[config.mk]
export PLATFORM = sky130hd
export DESIGN_NAME = bfa_ctrl
export DESIGN_NICKNAME = d
export VERILOG_FILES = /design/src/hw/rtl/bfa_pkg.sv /design/src/hw/rtl/bfa_ctrl.sv
export SDC_FILE = /design/constraint.sdc
export NUM_CORES = 1
export LEC_CHECK = 0
export ABC_AREA = 1
export BUFFER_PORTS_ARGS = -buffer_cell sky130_fd_sc_hd__buf_2
export CAP_MARGIN = 20
export CORE_MARGIN = 10
export CORE_UTILIZATION = 55
export CTS_BUF_LIST = sky130_fd_sc_hd__clkbuf_16
export CTS_CLUSTER_DIAMETER = 100
export DETAILED_ROUTE_END_ITERATION = 10
export PLACE_DENSITY = 0.79
export SLEW_MARGIN = 20
export SYNTH_ARGS = -nofsm -noshare
export SYNTH_HDL_FRONTEND = slang
export SYNTH_SLANG_ARGS = --single-unit
[constraint.sdc]
create_clock -name clk -period 5.5 [get_ports clk]
set_input_delay 0.825 -clock clk [delete_from_list [all_inputs] [get_ports clk]]
set_output_delay 0.825 -clock clk [all_outputs]
set_load 0.01 [all_outputs]
[src/hw/rtl/bfa_pkg.sv]
// shared constants, request codes and helpers for the bitmap frame allocator
package bfa_pkg;

  localparam int BITMAP_WORDS_DEF = 2048;
  localparam int FRAME_SHIFT_DEF  = 12;

  localparam int ADDR_W  = 28;
  localparam int COUNT_W = 17;
  localparam int WORD_W  = 32;
  localparam int BIT_W   = 5;
  localparam int MODE_W  = 2;

  localparam logic [WORD_W-1:0]  FULL_WORD = 32'hFFFF_FFFF;
  localparam logic [COUNT_W-1:0] COUNT_MAX = 17'h1_FFFF;

  localparam logic [MODE_W-1:0] MODE_ALLOC     = 2'd0;
  localparam logic [MODE_W-1:0] MODE_FREE      = 2'd1;
  localparam logic [MODE_W-1:0] MODE_MARK_USED = 2'd2;
  localparam logic [MODE_W-1:0] MODE_MARK_FREE = 2'd3;

  // position of the lowest set bit, five halving steps
  function automatic logic [BIT_W-1:0] low_set(input logic [WORD_W-1:0] v);
    logic [WORD_W-1:0] x;
    logic [BIT_W-1:0]  p;
    x = v;
    p = '0;
    if (x[15:0] == 16'd0) begin
      p[4] = 1'b1;
      x = x >> 16;
    end
    if (x[7:0] == 8'd0) begin
      p[3] = 1'b1;
      x = x >> 8;
    end
    if (x[3:0] == 4'd0) begin
      p[2] = 1'b1;
      x = x >> 4;
    end
    if (x[1:0] == 2'd0) begin
      p[1] = 1'b1;
      x = x >> 2;
    end
    if (x[0] == 1'b0) begin
      p[0] = 1'b1;
    end
    return p;
  endfunction

endpackage

[src/hw/rtl/bfa_ctrl.sv]
// request sequencer: clearing pass, first-fit scan, read-modify-write, result register
module bfa_ctrl #(
  parameter int WORDS       = bfa_pkg::BITMAP_WORDS_DEF,
  parameter int FRAME_SHIFT = bfa_pkg::FRAME_SHIFT_DEF,
  parameter int AW          = (WORDS > 1) ? $clog2(WORDS) : 1
) (
  input  logic                        clk,
  input  logic                        rst,
  input  logic                        in_valid,
  output logic                        in_ready,
  input  logic [bfa_pkg::MODE_W-1:0]  in_mode,
  input  logic [bfa_pkg::ADDR_W-1:0]  in_address,
  output logic                        out_valid,
  input  logic                        out_ready,
  output logic                        out_ok,
  output logic [bfa_pkg::ADDR_W-1:0]  out_frame_address,
  output logic [bfa_pkg::COUNT_W-1:0] out_used_count,
  output logic                        mem_en,
  output logic                        mem_we,
  output logic [AW-1:0]               mem_addr,
  output logic [bfa_pkg::WORD_W-1:0]  mem_wdata,
  input  logic [bfa_pkg::WORD_W-1:0]  mem_rdata
);
  import bfa_pkg::*;

  localparam int FBITS = AW + BIT_W;
  localparam int WIDE  = FBITS + FRAME_SHIFT + ADDR_W;

  localparam logic [2:0] ST_CLEAR  = 3'd0;
  localparam logic [2:0] ST_IDLE   = 3'd1;
  localparam logic [2:0] ST_SCAN   = 3'd2;
  localparam logic [2:0] ST_MOD    = 3'd3;
  localparam logic [2:0] ST_FINISH = 3'd4;

  localparam logic [AW-1:0] LAST_WORD = AW'(WORDS - 1);

  logic [2:0]         state;
  logic [AW-1:0]      clr_idx;
  logic [AW-1:0]      scan_idx;
  logic [AW-1:0]      hint;
  logic [COUNT_W-1:0] count;
  logic [MODE_W-1:0]  req_mode;
  logic [AW-1:0]      req_word;
  logic [BIT_W-1:0]   req_bit;
  logic               res_ok;
  logic [ADDR_W-1:0]  res_faddr;

  logic [ADDR_W-1:0]  frame;
  logic               in_range;
  logic [AW-1:0]      in_word;
  logic               accept;
  logic               word_full;
  logic [BIT_W-1:0]   free_bit;
  logic [WORD_W-1:0]  alloc_mask;
  logic [WORD_W-1:0]  req_mask;
  logic [WIDE-1:0]    alloc_wide;

  assign frame      = in_address >> FRAME_SHIFT;
  assign in_range   = 32'(frame) < 32'(WORDS * WORD_W);
  assign in_word    = AW'(frame >> BIT_W);
  assign in_ready   = (state == ST_IDLE);
  assign accept     = in_valid && in_ready;
  assign word_full  = (mem_rdata == FULL_WORD);
  assign free_bit   = low_set(~mem_rdata);
  assign alloc_mask = WORD_W'(1) << free_bit;
  assign req_mask   = WORD_W'(1) << req_bit;
  assign alloc_wide = WIDE'({scan_idx, free_bit}) << FRAME_SHIFT;

  // memory port: one access per cycle, writes never overlap the next read
  always_comb begin
    mem_en    = 1'b0;
    mem_we    = 1'b0;
    mem_addr  = scan_idx;
    mem_wdata = mem_rdata;
    case (state)
      ST_CLEAR: begin
        mem_en    = 1'b1;
        mem_we    = 1'b1;
        mem_addr  = clr_idx;
        mem_wdata = FULL_WORD;
      end
      ST_IDLE: begin
        if (accept && (in_mode == MODE_ALLOC || in_range)) begin
          mem_en   = 1'b1;
          mem_addr = (in_mode == MODE_ALLOC) ? hint : in_word;
        end
      end
      ST_SCAN: begin
        if (!word_full) begin
          mem_en    = 1'b1;
          mem_we    = 1'b1;
          mem_addr  = scan_idx;
          mem_wdata = mem_rdata | alloc_mask;
        end else if (scan_idx != LAST_WORD) begin
          mem_en   = 1'b1;
          mem_addr = scan_idx + AW'(1);
        end
      end
      ST_MOD: begin
        mem_en   = 1'b1;
        mem_we   = 1'b1;
        mem_addr = req_word;
        if (req_mode == MODE_MARK_USED) begin
          mem_wdata = mem_rdata | req_mask;
        end else begin
          mem_wdata = mem_rdata & ~req_mask;
        end
      end
      default: begin
        mem_en = 1'b0;
      end
    endcase
  end

  always_ff @(posedge clk) begin
    if (rst) begin
      state     <= ST_CLEAR;
      clr_idx   <= '0;
      hint      <= '0;
      count     <= '0;
      out_valid <= 1'b0;
    end else begin
      if (out_valid && out_ready && state != ST_FINISH) begin
        out_valid <= 1'b0;
      end
      case (state)
        ST_CLEAR: begin
          clr_idx <= clr_idx + AW'(1);
          if (clr_idx == LAST_WORD) begin
            state <= ST_IDLE;
          end
        end
        ST_IDLE: begin
          if (accept) begin
            req_mode  <= in_mode;
            req_word  <= in_word;
            req_bit   <= frame[BIT_W-1:0];
            scan_idx  <= hint;
            res_faddr <= '0;
            res_ok    <= (in_mode == MODE_ALLOC) || in_range;
            if (in_mode == MODE_ALLOC) begin
              state <= ST_SCAN;
            end else if (in_range) begin
              state <= ST_MOD;
            end else begin
              state <= ST_FINISH;
            end
          end
        end
        ST_SCAN: begin
          if (!word_full) begin
            res_faddr <= alloc_wide[ADDR_W-1:0];
            hint      <= scan_idx;
            if (count != COUNT_MAX) begin
              count <= count + COUNT_W'(1);
            end
            state <= ST_FINISH;
          end else if (scan_idx == LAST_WORD) begin
            res_ok <= 1'b0;
            state  <= ST_FINISH;
          end else begin
            scan_idx <= scan_idx + AW'(1);
          end
        end
        ST_MOD: begin
          if (req_mode != MODE_MARK_USED && req_word < hint) begin
            hint <= req_word;
          end
          if (req_mode == MODE_FREE && count != '0) begin
            count <= count - COUNT_W'(1);
          end
          state <= ST_FINISH;
        end
        ST_FINISH: begin
          if (!out_valid || out_ready) begin
            out_valid         <= 1'b1;
            out_ok            <= res_ok;
            out_frame_address <= res_faddr;
            out_used_count    <= count;
            state             <= ST_IDLE;
          end
        end
        default: begin
          state <= ST_IDLE;
        end
      endcase
    end
  end

`ifndef SYNTH
  a_no_accept_in_clear : assert property (@(posedge clk) disable iff (rst)
    (state == ST_CLEAR) |-> !in_ready)
    else $error("request taken during clearing pass");

  a_write_then_finish : assert property (@(posedge clk) disable iff (rst)
    (mem_we && state != ST_CLEAR) |=> (state == ST_FINISH))
    else $error("bitmap write not followed by result stage");

  a_count_step : assert property (@(posedge clk) disable iff (rst)
    1'b1 |=> (count == $past(count)) || (count == $past(count) + COUNT_W'(1))
             || (count == $past(count) - COUNT_W'(1)))
    else $error("used count moved by more than one");

  a_fail_zero_addr : assert property (@(posedge clk) disable iff (rst)
    (out_valid && !out_ok) |-> (out_frame_address == '0))
    else $error("failed request carries a frame address");
`endif

endmodule

Yosys cells after proc, flatten, opt, wreduce, memory -nomap -nowiden

Cells that the tools add are included.

Bits in registers: 147
Input port bits: 66
Logic and storage cells: 131
Output and inout port bits: 93

Eq/ne operators: 24
Add/sub/neg operators: 4
Shifts and indexed selects: 2
$lt $le $gt $ge: 2
Muxes and demuxes: 52
Reduce and logical (&&, ||, !) cells: 27
Bitwise operators: 6

Operators by type and width:

| cell                                                                   | number |
|---|---|
| 11-bit 2-to-1 mux                                                      | 9 |
| 32-bit case mux with 3 select lines                                    | 1 |
| 32-bit 2-to-1 mux                                                      | 2 |
| 32-bit bitwise OR                                                      | 2 |
| 1-bit by 5-bit << shifter with 32-bit output, first input constant     | 2 |
| 28-bit 2-to-1 mux                                                      | 2 |
| 28-bit case mux with 2 select lines                                    | 1 |
| 17-bit 2-to-1 mux                                                      | 3 |
| 11-bit case mux with 2 select lines                                    | 2 |
| 11-bit case mux with 4 select lines                                    | 1 |
| 17-bit case mux with 2 select lines                                    | 1 |
| 32-bit bitwise AND                                                     | 1 |
| 32-bit equality test, second input constant                            | 1 |
| 32-bit NOT                                                             | 1 |
| 31-bit NOT                                                             | 1 |
| 3-bit 2-to-1 mux                                                       | 8 |
| 11-bit by 1-bit adder with 11-bit output, second input constant        | 2 |
| 11-bit equality test, second input constant                            | 2 |
| 2-bit inequality test, second input constant                           | 10 |
| 17-bit by 1-bit adder with 17-bit output, second input constant        | 1 |
| 16-bit by 17-bit < comparator with 1-bit output, second input constant | 1 |
| 17-bit inequality test, second input constant                          | 1 |
| 17-bit nonzero test                                                    | 1 |
| 17-bit by 1-bit subtractor with 17-bit output, second input constant   | 1 |
| 29 further kinds                                                       | 60 |

Longest topological paths before layout

Depth after elaboration: 14
Depth in mapped cells: 21
Gate-level depth less buffers: 21

Worst setup path before layout

Ideal clock, no wire load.

Kind: register -> register
From: reg state[2]
To: reg count[14]
Arrival: 3.766 ns
Cell stages (with the launch flop): 20
Slack: 1.605 ns
Path buffers: 3
Clock period less this slack: 3.895 ns
Library setup time: 0.128 ns
Required time: 5.372 ns
Cell sequence: dfxtp_1 -> clkbuf_1 -> nor2_1 -> inv_1 -> nor2_1 -> clkbuf_1 -> clkbuf_1 -> ha_1 -> nand2_1 -> nor2_1 -> a211oi_1 -> o21ai_0 -> a21boi_0 -> o21ai_0 -> a21oi_1 -> o21bai_1 -> nand2_1 -> nand2_1 -> xor2_1 -> a21oi_1

Cells in the longest elaborated chain, start to end: 3
Elaborated cells between the ends (all ways): 8
Classes of those cells: 5 x eq/ne; 1 x mux; 2 x reduce/logical

Ends and longest elaborated chain:

| what                                                                         | RTL line        | text |
|---|---|---|
| from (decl)                                                                  | bfa_ctrl.sv:37  | `logic [2:0] state;` |
| from (signal assigned)                                                       | bfa_ctrl.sv:117 | `state <= ST_CLEAR;` |
| from (signal assigned)                                                       | bfa_ctrl.sv:130 | `state <= ST_IDLE;` |
| from (signal assigned)                                                       | bfa_ctrl.sv:142 | `state <= ST_SCAN;` |
| 3-bit by 2-bit equality test with 1-bit output                               | bfa_ctrl.sv:126 | `case (state)` |
| 2-bit inequality test (no source line) or 2-bit nonzero test (tied branches) | n/a             |  |
| 4-bit AND reduction (no source line)                                         | n/a             |  |
| to (signal assigned)                                                         | bfa_ctrl.sv:155 | `count <= count + COUNT_W'(1);` |
| to (signal assigned)                                                         | bfa_ctrl.sv:170 | `count <= count - COUNT_W'(1);` |
| to (decl)                                                                    | bfa_ctrl.sv:41  | `logic [COUNT_W-1:0] count;` |

Several ways; a longest one is shown, not always the timed one.
A chain may end at the register's enable or synchronous reset.

Final worst setup path

From: in mem_rdata[2] (netlist bit)
To: out mem_wdata[15] (netlist bit)

Cells in the longest elaborated chain, start to end: 14
Elaborated cells between the ends (all ways): 19
Classes of those cells: 1 x eq/ne; 1 x shift; 11 x mux; 2 x bitwise; 4 x reduce/logical

Ends and longest elaborated chain:

| what                                         | RTL line       | text |
|---|---|---|
| from (decl)                                  | bfa_ctrl.sv:22 | `input logic [bfa_pkg::WORD_W-1:0] mem_rdata` |
| 31-bit NOT                                   | bfa_ctrl.sv:64 | `assign free_bit = low_set(~mem_rdata);` |
| 16-bit logical NOT                           | bfa_pkg.sv:27  | `if (x[15:0] == 16'd0) begin` |
| 15-bit 2-to-1 mux                            | bfa_pkg.sv:27  |  |
| 8-bit logical NOT                            | bfa_pkg.sv:31  | `if (x[7:0] == 8'd0) begin` |
| 7-bit 2-to-1 mux                             | bfa_pkg.sv:31  |  |
| 4-bit logical NOT                            | bfa_pkg.sv:35  | `if (x[3:0] == 4'd0) begin` |
| 3-bit 2-to-1 mux                             | bfa_pkg.sv:35  |  |
| 2-bit logical NOT                            | bfa_pkg.sv:39  | `if (x[1:0] == 2'd0) begin` |
| 1-bit 2-to-1 mux                             | bfa_pkg.sv:39  |  |
| 1-bit 2-to-1 mux                             | bfa_pkg.sv:43  | `if (x[0] == 1'b0) begin` |
| 1-bit by 5-bit << shifter with 32-bit output | bfa_ctrl.sv:65 | `assign alloc_mask = WORD_W'(1) << free_bit;` |
| 32-bit bitwise OR                            | bfa_ctrl.sv:93 | `mem_wdata = mem_rdata \| alloc_mask;` |
| 32-bit 2-to-1 mux *                          | bfa_ctrl.sv:89 | `if (!word_full) begin` |
| 32-bit case mux with 3 select lines *        | bfa_ctrl.sv:75 | `case (state)` |
| to (decl)                                    | bfa_ctrl.sv:21 | `output logic [bfa_pkg::WORD_W-1:0] mem_wdata,` |

Mark *: on every way between the ends. The rest lies on a longest branch, timed or not.

==> summary.txt <==
Run status
  – Outcome: finished, final reports clean

Die
  – Die Wd: 142 um
  – Vertical die dimension: 142 um
  – Placement Rows: 44
  – Starting Density: 56.2%
  – Placeable Area: 14,600 sq um
  – Area of the die: 20,200 sq um
  – Top-level I/O count: 159

Critical path
  – Maximum single-stage delay on the critical path: 0.27 ns
  – Kind of start point of the critical path: primary input
  – Arrival time of the worst setup path: between 3 and 4 ns
  – Chain of cells forming the critical path: buf_2 > nand2_1 > nor2_2 > nand2_2 > nor2_8 > buf_4 > a21oi_1 > nand2_1 > nor2_4 > nand2_2 > o21ai_0 > nand3_1 > nand2_2 > nor2_2 > nand4_1 > o21bai_1 > nand2_1 > a21oi_2 > buf_2
  – Element type at the critical path end: output pin
  – Standard cell with the maximum stage delay on the critical path: sky130_fd_sc_hd__nor2_8
  – Critical Setup Path Class: primary input to output pin
  – Critical Path RT: between 4 and 5 ns
  – Top fanout value on the critical path: 16

Yosys
  – Post-Synthesis Mean Instance Area: 7.53 sq um
  – Post-synthesis cell count: roughly 1,100
  – Yosys Warn Count: 0
  – Post-synthesis register bit count: 123
  – Dominant cells by area after synthesis: sky130_fd_sc_hd__edfxtp_1 29%, sky130_fd_sc_hd__dfxtp_1 10%, sky130_fd_sc_hd__nand2_1 9.5%, sky130_fd_sc_hd__o21ai_0 6.9%, sky130_fd_sc_hd__inv_1 5.4%
  – Share of the yosys chip area belonging to registers: 39.8%
  – Post-synthesis cell type count: between 50 and 60
  – Fraction of registers with async set or reset after synthesis: 0%
  – Cell types with the highest counts after synthesis: 208 x sky130_fd_sc_hd__nand2_1, 117 x sky130_fd_sc_hd__inv_1, 113 x sky130_fd_sc_hd__o21ai_0
  – Most instantiated library cell after synthesis: sky130_fd_sc_hd__nand2_1
  – Primary FF master, synth: sky130_fd_sc_hd__edfxtp_1
  – Area fraction of the dominant cell type after synthesis: 29.3%
  – EDFF count, synth: 80
  – Post-synthesis cell area: roughly 8000 sq um
  – Cell type with the largest total area after synthesis: sky130_fd_sc_hd__edfxtp_1

Timing
  – Final period utilization: 83.3%
  – Final count of pins violating max slew: 0
  – Setup repair after global routing missed its margin: no
  – Relative max-transition margin: 28.5%
  – Final number of setup-violating endpoints: 0
  – Sum of negative setup slack: 0 ns
  – Max Clk Rate: 0.218 GHz
  – Worst-case hold slack: 0.415 ns
  – Count of endpoints failing hold in the final timing report: 0
  – Worst setup skew after layout: 0.00664 ns
  – Transition at the pin with the smallest max-transition slack: roughly 1.1 ns
  – Minimum period implied by the final worst setup slack: around 4.6 ns

Route
  – Wire length on met1: ~11,000 um
  – Detailed-router iteration count before antenna repair: 7
  – Post-DRT Antenna Nets: 0
  – Vias per Instance: 5.90
  – DR top layer: met5
  – Routed met2 length: 11,400 um
  – DRC marker count from the first detailed-route iteration: 1,061
  – Routed length per instance: 18.1 um
  – Wirelength, routed: 25,400 um
  – Remaining design rule violation count: 0
  – Total vias in the final route: around 8,300
  – Metal3 WL: 2810 um

Clocking
  – Post-CTS Hold Fix Bufs: 0
  – Clock tree root buffer cell: sky130_fd_sc_hd__clkbuf_16
  – Count of buffers added by post-CTS timing repair for setup: 0
  – Maximum clock path buffer count: 2
  – TritonCTS clock tree: built
  – Insertion delay to the later sink of the worst-skew pair: around 0.42 ns
  – Clock transition time at the flip-flop clock pins of the worst setup and hold paths: 0.05 ns
  – Count of instances resized after the clock tree is built: 0
  – Number of levels the H-tree was split into: 4
  – Cts bufs inserted: 17
  – Sink Count: 123

Power and ir drop
  – Cell Pwr Density: 369 nW/um^2
  – Leakage power summed over all cells: 3.92 nW
  – Peak ir drop on the vdd network: 0.000263 V
  – Total power after layout: 3.55 mW

Cells and area
  – Nets: 1,301
  – Share of the core filled with cells: between 60 and 70%
  – Area added between synthesis and finish: 17.0%
  – Diode insertion count for antenna repair: 0
  – Post-route cell area: 9600 sq um
  – Layout cell share with drive strength beyond 1: 17.7%

GRT
  – Total global routing track utilization: 24.0%
  – Pin count of the biggest net entering global routing: 46
  – Vias in the first global route: 7,505
  – First-pass GRT wire length: between 30,000 and 40,000 um
  – Antenna violations before repair: 1
  – Global route overflow: 0

Place
  – Input/output buffers: 134
  – Post-detail-place hpwl: 18,700 um
  – Area after detailed placement: roughly 9000 sq um
  – Routability congestion estimate: around 1.0

Min path
  – Worst min path class: register to register

Flow run
  – Number of max-cap violations: 0
[flip-flops by register name (all words and copies together), names as in the netlist, 5 cells and up]
name / flops
res_faddr: 16
out_frame_address: 16
hint: 11
req_word: 11
req_bit: 5
clr_idx: 11
scan_idx: 11
out_used_count: 17
count: 17
[worst max-delay path: cells and delay by family]
kind                   cells  cell delay [ns]
AND/OR/NAND/NOR           12             1.76
AO/OA/AOI/OAI              4             0.65
buffers and inverters      3             0.51
[worst paths after layout]
path                                    start                              end  slack, ns  cells after the start
setup / recovery                 mem_rdata[2]                    mem_wdata[15]       0.92                     19
hold / removal    res_faddr[13]$_SDFFCE_PN0P_  out_frame_address[13]$_DFFE_PP_       0.41                      0
setup reg to reg        state[0]$_SDFFE_PP0P_           count[14]$_SDFFE_PP0P_       1.42                     15
hold reg to reg   res_faddr[13]$_SDFFCE_PN0P_  out_frame_address[13]$_DFFE_PP_       0.41                      0
[report_power, final]
group,switching [mW],internal (mW)
clock,0.406,0.749
sequential,0.0855,1.12
combinational,0.781,0.401
total,1.27,2.27
[through the flow]
step | instances | setup WS (ns)
4_1_cts | 1403 | 1.02
3_3_place_gp | 1371 | 1.09
5_1_grt | 1404 | 0.631
6_report | 1404 | 0.920
2_1_floorplan | 1100 | 1.61
3_5_place_dp | 1371 | 1.03
[metal layers]
metal,global-route usage [%],vias up
met5,0,-
met2,36.3,477
met3,6.41,56
li1,-,3988
met4,6.46,2
met1,33.2,3756
[cell type report]
cell class	count	area (sq um)
fill	1248	4990
sequential	123	3260
multi-input combinational	793	4260
timing repair buffer	148	776
tap	184	230
inverter	124	465
clock inverter	15	183
clock buffer	17	425
[cell families after synthesis]
logic type	Yosys count	share of synthesized area [%]
and+or+nand+nor	457	24.8
AOI/OAI and AO/OA	274	19.6
buffers and inverters	184	9.03
DFF	123	39.8
adders and majority gates	28	4.36
xor gates and xnor gates	22	2.35
other	1	0.0457
[placed cells by master, fill, tap and decap left out, drive strengths merged, types with 17 or more instances in the layout]
cell / instances
nor2: 120
dfxtp: 43
clkbuf: 17
a21oi: 75
o211ai: 29
edfxtp: 80
nor3: 18
nand4: 36
nand3: 50
inv: 126
buf: 148
ha: 27
nand2: 218
o21ai: 121
Power figures use the tool's default switching activity.
